<file path="src/hdl/lru_pkg.sv">
// Shared constants and types for the LRU page replacement core.
// Used by the interfaces, the frame cell, the top level and the checker.
package lru_pkg;

    localparam int FRAMES  = 16;
    localparam int PAGE_W  = 10;
    localparam int STAMP_W = 32;
    localparam int FAULT_W = 32;
    localparam int CFG_W   = 5;
    localparam int IDX_W   = 4;
    localparam int FRAME_W = (FRAMES > 1) ? $clog2(FRAMES) : 1;
    localparam int CNT_W   = $clog2(FRAMES + 1);

    localparam logic [CFG_W-1:0]   FRAMES_RESET = CFG_W'(16);
    localparam logic [STAMP_W-1:0] STAMP_MAX    = '1;
    localparam logic [FAULT_W-1:0] FAULT_MAX    = '1;

    // search word that walks down the row of frame cells
    typedef struct packed {
        logic               vld;
        logic [PAGE_W-1:0]  page;
        logic [CNT_W-1:0]   remain;
        logic               found;
        logic [FRAME_W-1:0] fslot;
        logic               have;
        logic [STAMP_W-1:0] best_stamp;
        logic [FRAME_W-1:0] best_slot;
        logic [PAGE_W-1:0]  best_page;
    } t_word;

    // update broadcast to the cells
    typedef struct packed {
        logic               en;
        logic               load;
        logic [FRAME_W-1:0] slot;
        logic [PAGE_W-1:0]  page;
        logic [STAMP_W-1:0] stamp;
    } t_wr;

endpackage

</file>
<file path="src/hdl/lru_cell.sv">
// One frame cell: holds a frame's page and stamp, folds them into the passing
// search word and registers it for the next cell. Depends on lru_pkg.
module lru_cell import lru_pkg::*; (
    input  logic               i_clk,
    input  logic               i_rst_n,
    input  logic [FRAME_W-1:0] i_idx,
    input  t_word              i_word,
    input  t_wr                i_wr,
    output t_word              o_word
);

    logic [PAGE_W-1:0]  r_page;
    logic [STAMP_W-1:0] r_stamp;
    t_word              r_word;
    t_word              n_word;

    always_comb begin
        n_word = i_word;
        if (i_word.vld && i_word.remain != '0) begin
            n_word.remain = i_word.remain - CNT_W'(1);
            if (!i_word.found && r_page == i_word.page) begin
                n_word.found = 1'b1;
                n_word.fslot = i_idx;
            end
            // strict compare keeps the lowest frame on a tie
            if (!i_word.have || r_stamp < i_word.best_stamp) begin
                n_word.have       = 1'b1;
                n_word.best_stamp = r_stamp;
                n_word.best_slot  = i_idx;
                n_word.best_page  = r_page;
            end
        end
    end

    always_ff @(posedge i_clk) begin
        if (!i_rst_n) begin
            r_word.vld <= 1'b0;
            r_page     <= '0;
            r_stamp    <= '0;
        end else begin
            r_word <= n_word;
            if (i_wr.en && i_wr.slot == i_idx) begin
                if (i_wr.load) begin
                    r_page <= i_wr.page;
                end
                r_stamp <= i_wr.stamp;
            end
        end
    end

    assign o_word = r_word;

endmodule

</file>
<file path="config.mk">
export PLATFORM = sky130hd
export DESIGN_NAME = lru_cell
export DESIGN_NICKNAME = d
export VERILOG_FILES = /design/src/hdl/lru_pkg.sv /design/src/hdl/lru_cell.sv
export SDC_FILE = /design/constraint.sdc
export NUM_CORES = 1
export LEC_CHECK = 0
export BUFFER_PORTS_ARGS = -buffer_cell sky130_fd_sc_hd__buf_2
export CAP_MARGIN = 20
export CORE_ASPECT_RATIO = 1.5
export CORE_MARGIN = 5
export CORE_UTILIZATION = 50
export DETAILED_ROUTE_END_ITERATION = 7
export PLACE_DENSITY = 0.85
export SYNTH_ARGS = -nofsm -noshare
export SYNTH_HDL_FRONTEND = slang
export SYNTH_SLANG_ARGS = --single-unit
</file>
<file path="constraint.sdc">
create_clock -name i_clk -period 3.88 [get_ports i_clk]
set_input_delay 0.776 -clock i_clk [delete_from_list [all_inputs] [get_ports i_clk]]
set_output_delay 0.776 -clock i_clk [all_outputs]
set_load 0.005 [all_outputs]
</file>
==> results of run 1 <==
==> final timing paths <==
check / start / endpoint / slack (ps) / cells past startpoint
worst max-delay path: i_word[27] / o_word[25] / 950 / 10
worst min register to register: r_stamp[19] / r_stamp[19] / 540 / 2
worst max register to register: r_stamp[13] / o_word[25] / 1180 / 8
worst min-delay path: r_stamp[19] / r_stamp[19] / 540 / 2
==> cells by family after synthesis <==
| logic type | count (synthesis) |
|---|---|
| buffers and inverters | 46 |
| AOI/OAI and AO/OA | 31 |
| DFF | 110 |
| adders and majority gates | 32 |
| xor gates and xnor gates | 16 |
| muxes | 92 |
| and+or+nand+nor | 81 |
==> layer usage <==
metal	part of all wire, %	wire [um]
met2	55	6910
met1	35	4340
met3	6.1	762
met4	3.7	468
met5	0.056	7
==> worst register-to-register path: stages, from the launching register on <==
cell and delay [ps]:
dfxtp_1 340, ha_1 300, a211oi_1 240, nor2_1 80, a2111o_1 380, a311o_1 310, a21oi_4 200, buf_12 250
mux2_1 370
==> through the flow <==
| step | power [mW] | cell area, um^2 | cells | setup WS, ps |
|---|---|---|---|---|
| 2_1_floorplan | 1.48 | 5280 | 408 | 763 |
| 3_3_place_gp | 1.63 | 6380 | 733 | 638 |
| 6_report | 2.60 | 6730 | 750 | 947 |
| 4_1_cts | 2.62 | 6700 | 749 | 935 |
| 3_5_place_dp | 1.65 | 6380 | 733 | 571 |
| 5_1_grt | 2.69 | 6730 | 750 | 809 |
==> flip-flops by register name, indices dropped and copies added (netlist names) <==
signal   flops
r_page      10
r_stamp     32
o_word      68
==> power by group <==
| group | switching [mW] | leakage [nW] | internal [mW] |
|---|---|---|---|
| clock network | 0.414 | 0.154 | 0.567 |
| registers | 0.0185 | 1.02 | 1.30 |
| logic | 0.146 | 1.87 | 0.152 |
==> layout by cell type, fill, tap and decap left out, types with 2 or more instances in the layout <==
master / netlist / routed
a21o_1: 4 / 4
a21oi_1: 11 / 11
a22oi_1: 2 / 2
and2_1: 2 / 2
buf_2: 4 / 188
buf_4: 0 / 4
bufinv_16: 0 / 2
clkbuf_16: 0 / 9
dfxtp_1: 43 / 43
edfxtp_1: 67 / 67
ha_1: 32 / 32
inv_1: 34 / 34
inv_6: 0 / 2
mux2_1: 40 / 40
mux2_2: 10 / 10
mux2i_1: 42 / 42
nand2_1: 9 / 9
nand2b_1: 3 / 3
nand3_1: 4 / 4
nand4_1: 6 / 6
nor2_1: 6 / 6
nor2b_1: 42 / 42
nor3_1: 3 / 3
nor4_1: 4 / 4
o21ai_0: 7 / 7
xnor2_1: 2 / 2
xor2_1: 14 / 14
==> layout make-up <==
| cell class | instances | area, um^2 | area share [%] |
|---|---|---|---|
| clock buffers | 9 | 225 | 3.35 |
| well taps | 144 | 180 | 2.68 |
| flip-flops and latches | 110 | 2870 | 42.7 |
| clock inverters | 7 | 93.8 | 1.39 |
| repair buffers | 194 | 1020 | 15.1 |
| inverters | 34 | 128 | 1.90 |
| multi-input cells | 252 | 2210 | 32.9 |
==> reports/results.tsv, run 1 <==
stage	metric	value	unit
run_status	outcome	finished clean	
sta	finalMaxSlewViolations	0	
yosys	synth_xor_area_share	2.65	%
critical_path	critPathBufInv	3	
critical_path	cp-end-kind	flip-flop	
finish	utilization	64.2	%
yosys	synth_compound_area_share	4.00	%
detailed_routing	drt-initial-drc-count	148	
yosys	ys_ff_latch	110	
clock_network	cts_buffers	9	
finish	syn_to_final_growth	27.4	%
yosys	yosys.area.top_type	edfxtp_1	
sta	rsz0062_at_grt	false	
detailed_routing	drt_pass1_iterations	4	
yosys	ys.flop_type	edfxtp_1	
grt	use_met1	19.1	%
grt	gr-usage-met2	36.7	%
placement	port_buffers	189	
finish	diodes	0	
yosys	synth_nets	562	
clock_network	cts_resized	0	
critical_path	cpMaxStageDelayCell	a2111o_1	
finish	drive_gt1_share	36.6	%
floorplanning	ios	190	
sta	fin_skew	11.0	ps
detailed_routing	wl	12500	um
yosys	yosys_warnings	0	
sta	setup_viol	0	
floorplanning	die_y	136	um
clock_network	path_clk_slew	70	ps
yosys	synth_top_family_by_area	multiplexers	
clock_network	post_cts_buffers	0	
clock_network	insertion_delay	340	ps
grt	gr-max-usage-layer	met2	
clock_network	htree_levels	3	
job	maxCapViolations	0	
detailed_routing	ant_nets	0	
grt	antenna_found_initial	1	
floorplanning	core_area	10500	um^2
sta	holdWs	542	ps
clock_network	cts_hold_buf	0	
yosys	yosysTopAreaCellShare	38.1	%
detailed_routing	wl_per_cell	16.6	um
grt	grt_pass1_wl	19100	um
yosys	synth_area_per_cell	12.9	um^2
yosys	yosysUniqueCellTypes	34	
yosys	synth_edf_count	67	
critical_path	cp.required	3970	ps
floorplanning	fp-row-count	46	
sta	fin_tns_setup	0	ps
grt	grt_pass1_vias	4069	
grt	met3_usage	4.93	%
yosys	synth-simple-area-share	8.83	%
critical_path	critPathMaxStageDelay	380	ps
finish	num-nets-final	755	
critical_path	critPathLaunchType	input pin	
sta	worst_pin_slew	651	ps
grt	grt_max_degree	111	
sta	hold_viol_final	0	
clock_network	cts.sinks	110	
yosys	muxShareOfSynthArea	18.6	%
grt	grt_overflow_total	0	
pwr	p_per_area	387	nW/um^2
critical_path	crit_arrival	3020	ps
yosys	syn_area	5280	um^2
sta	clock.fmax	341	MHz
placement	gp_congestion	0.799	
sta	fin_crit	2930	ps
finish	num-fill-cells	841	
critical_path	path_class	in -> reg	
yosys	yosysSeqAreaShare	54.4	%
floorplanning	dieArea	12800	um^2
yosys	synthAdderAreaFrac	7.58	%
worst_hold_path	hold_path_class	reg -> reg	
detailed_routing	vias_per_cell	5.06	
yosys	netlist_top_cells_area	edfxtp_1 (38%), dfxtp_1 (16%), mux2_1 (8.5%), mux2i_1 (8.0%), ha_1 (7.6%)	
placement	dp_hpwl	9410	um
clock_network	clock-root-buffer	clkbuf_16	
critical_path	critical-path-top-delay-family	compound AO/OA/AOI/OAI gates	
floorplanning	initial_core_util	50.4	%
floorplanning	fp.dieW	93.9	um
clock_network	clock_path_buffers	2	
detailed_routing	drc_errors	0	
sta	post-route-period-util	75.6	%
yosys	async_flop_share	0	%
critical_path	path_cells	buf_2 -> inv_1 -> ha_1 -> a211oi_1 -> nor2_1 -> a2111o_1 -> a311o_1 -> a21oi_4 -> buf_12 -> mux2_1	
sta	relSlewSlack	56.6	%
clock_network	cts_tree	built	
pwr	leakage	3.05	nW
critical_path	crit_fanout	34	
grt	track_usage	19.3	%
yosys	synthTopCellsByCount	edfxtp_1 (67), dfxtp_1 (43), mux2i_1 (42), nor2b_1 (42), mux2_1 (40)	
detailed_routing	vias	3795	
pwr	irDropWorstVdd	0.199	mV
yosys	syn_inst	408	
yosys	synth.most_common_cell	edfxtp_1	
No activity file was read; power rests on OpenSTA's default activity.
==> run 2: changes to the inputs <==
--- a/config.mk
+++ b/config.mk
@@ -5,13 +5,14 @@
 export SDC_FILE = /design/constraint.sdc
 export NUM_CORES = 1
 export LEC_CHECK = 0
+export ABC_AREA = 1
 export BUFFER_PORTS_ARGS = -buffer_cell sky130_fd_sc_hd__buf_2
 export CAP_MARGIN = 20
 export CORE_ASPECT_RATIO = 1.5
 export CORE_MARGIN = 5
-export CORE_UTILIZATION = 50
+export CORE_UTILIZATION = 51
 export DETAILED_ROUTE_END_ITERATION = 7
-export PLACE_DENSITY = 0.85
+export PLACE_DENSITY = 0.86
 export SYNTH_ARGS = -nofsm -noshare
 export SYNTH_HDL_FRONTEND = slang
 export SYNTH_SLANG_ARGS = --single-unit
==> constraint.sdc (replaced) <==
create_clock -name i_clk -period 2.7 [get_ports i_clk]
set_input_delay 0.54 -clock i_clk [delete_from_list [all_inputs] [get_ports i_clk]]
set_output_delay 0.54 -clock i_clk [all_outputs]
set_load 0.005 [all_outputs]
==> run 2 against run 1 <==
Effect of this change: register-to-register slack got worse by 780 ps; via count increased by 21%; setup slack got worse by 540 ps; worst hold slack got worse by 140 ps; clock power increased by 54%; synthesized cell count increased by 45%; total power increased by 49%; combinational power increased by 50%; first-iteration DRC count increased by 24%; clock skew decreased by 3.4 ps; critical path type is now reg -> reg; largest power group unchanged; highest routed layer is now met4.
==> reports/results.tsv, run 2 <==
stage	metric	value	unit
run_status	outcome	finished clean	
floorplanning	fp.dieW	95.4	um
floorplanning	die_y	138	um
critical_path	crit_end	o_word[42]	
yosys	yosysTopAreaCellShare	36.1	%
pwr	irDropWorstVdd	0.324	mV
sta	postLayoutSetupSlackWorst	405	ps
yosys	async_flop_share	0	%
finish	utilization	65.1	%
finish	syn_to_final_growth	24.3	%
sta	holdWs	398	ps
placement	dp_hpwl	10400	um
clock_network	cts_buffers	9	
detailed_routing	drt_pass1_iterations	4	
critical_path	critPathLaunchType	flip-flop	
yosys	yosys_warnings	0	
yosys	synth_area_per_cell	9.46	um^2
clock_network	cts_resized	0	
pwr	leakage	3.31	nW
critical_path	regToRegEndpoint	o_word[42]	
sta	post-route-period-util	85.0	%
detailed_routing	ant_nets	0	
yosys	synth_edf_count	67	
floorplanning	fp-row-count	46	
sta	setup_viol	0	
floorplanning	initial_core_util	52.4	%
yosys	syn_inst	590	
yosys	synth_xor_area_share	2.20	%
yosys	ys.flop_type	edfxtp_1	
sta	fin_skew	7.63	ps
job	maxCapViolations	0	
sta	finalMaxSlewViolations	0	
critical_path	crit_arrival	2390	ps
critical_path	r2r_slack	400	ps
worst_hold_path	hold_path_class	in -> reg	
sta	relSlewSlack	37.5	%
detailed_routing	wl	13800	um
sta	rsz0062_at_grt	false	
clock_network	clock-root-buffer	clkbuf_16	
yosys	synth_compound_area_share	6.57	%
critical_path	cp.required	2790	ps
yosys	synth.most_common_cell	nand2_1	
yosys	ys_ff_latch	110	
yosys	syn_area	5580	um^2
grt	antenna_found_initial	1	
pwr	p_per_area	558	nW/um^2
grt	grt_overflow_total	0	
grt	track_usage	20.9	%
sta	clock.fmax	436	MHz
grt	grt_max_degree	60	
placement	dp_cells	905	
grt	grt_pass1_vias	4629	
finish	largest_reg_flops	68	
grt	grt_pass1_wl	21700	um
yosys	synthTopCellsByCount	nand2_1 (189), edfxtp_1 (67), inv_1 (50)	
sta	fin_crit	2300	ps
floorplanning	dieArea	13200	um^2
sta	worst_pin_slew	937	ps
yosys	yosysSeqAreaShare	51.5	%
critical_path	crit_fanout	46	
clock_network	clock_path_buffers	2	
critical_path	crit_start	r_stamp[5]	
detailed_routing	drt-initial-drc-count	183	
clock_network	post_cts_buffers	0	
finish	drive_gt1_share	34.4	%
clock_network	cts.sinks	110	
clock_network	insertion_delay	340	ps
finish	layout_commonest_cell	nand2_1	
finish	layout_common_cells	nand2_1 (189), buf_2 (188), edfxtp_1 (67), inv_1 (50), a21oi_1 (48)	
floorplanning	ios	190	
yosys	synth_nets	744	
critical_path	path_class	reg -> reg	
yosys	yosys.area.top_type	edfxtp_1	
yosys	synthAdderAreaFrac	7.18	%
yosys	muxShareOfSynthArea	0.807	%
yosys	synth-simple-area-share	24.6	%
worst_hold_path	whs_path_depth	1	
clock_network	htree_levels	3	
yosys	synth_top_family_by_area	simple AND/OR/NAND/NOR gates	
placement	gp_congestion	0.813	
placement	dp_slack	70.0	ps
finish	num-fill-cells	893	
sta	hold_viol_final	0	
detailed_routing	drc_errors	0	
finish	num-nets-final	926	
floorplanning	core_area	10600	um^2
clock_network	cts_hold_buf	0	
critical_path	rr_worst_depth	13	
sta	fin_tns_setup	0	ps
yosys	netlist_top_cells_area	edfxtp_1 (36%), dfxtp_1 (15%), nand2_1 (13%), ha_1 (7.2%), nand3_2 (7.0%)	
placement	port_buffers	189	
clock_network	path_clk_slew	70	ps
critical_path	r2r-start	r_stamp[5]	
clock_network	cts_tree	built	
detailed_routing	vias	4599	
yosys	yosysUniqueCellTypes	33	
finish	fin_cells	922	
detailed_routing	vias_per_cell	4.99	
critical_path	cp-end-kind	flip-flop	
detailed_routing	wl_per_cell	14.9	um
## run 2: critical path, stage by stage, from the launching register on
cell     delay, ps
dfxtp_1        390
ha_1           260
a21oi_1        160
nor2_1          90
nor3_4         100
nand2_1        100
nand2_1         60
nand2_1         60
nand2_1         70
nand2_2         60
nand2_4        120
nand2_4        330
nand2_1        190
nand2_1         70
## run 2: cells by family after synthesis
logic type,Yosys count
flip-flops,110
multiplexers,4
adder cells (fa/ha/maj),32
AND/OR/NAND/NOR,281
AO/OA/AOI/OAI,71
buffers and inverters,78
XOR/XNOR,14
## run 2: power by group
group | leakage, nW | internal [mW] | total (mW) | switching [mW]
Clock | 0.172 | 0.930 | 1.51 | 0.584
Sequential | 1.02 | 1.88 | 1.91 | 0.0304
Combinational | 2.12 | 0.193 | 0.445 | 0.253
## run 2: final cells by class
type | count | area, um^2 | share of cell area, %
Inverter | 53 | 199 | 2.87
Clock buffer | 10 | 239 | 3.45
Tap cell | 144 | 180 | 2.60
Antenna cell | 1 | 2.50 | 0.0361
Multi-Input combinational cell | 402 | 2310 | 33.3
Sequential cell | 110 | 2870 | 41.4
Timing Repair Buffer | 196 | 1030 | 14.8
Clock inverter | 6 | 109 | 1.57
## run 2: per-stage QoR
stage | instance area, um^2 | power [mW]
CTS | 6930 | 3.90
global placement | 6590 | 2.38
global route | 6940 | 4.02
detailed placement | 6590 | 2.39
finish | 6940 | 3.87
floorplan | 5580 | 2.15
## run 2: how the worst min path moves through the flow
| stage | start | end | slack [ps] |
|---|---|---|---|
| after floorplan | r_stamp[0] | r_stamp[0] | 440 |
| after global placement | r_stamp[0] | r_stamp[0] | 450 |
| final | i_word[65] | o_word[65] | 400 |
| after detailed placement | r_stamp[0] | r_stamp[0] | 470 |
| after global routing | i_word[59] | o_word[59] | 390 |
| after CTS | i_word[65] | o_word[65] | 390 |
## run 2: routing by layer
metal / vias up / GRT usage [%] / routed length [um]
li1: 2311 / - / -
met1: 2113 / 24.2 / 5440
met2: 156 / 37.5 / 7140
met3: 19 / 2.99 / 880
met4: 0 / 8.77 / 304
met5: - / 0 / 0
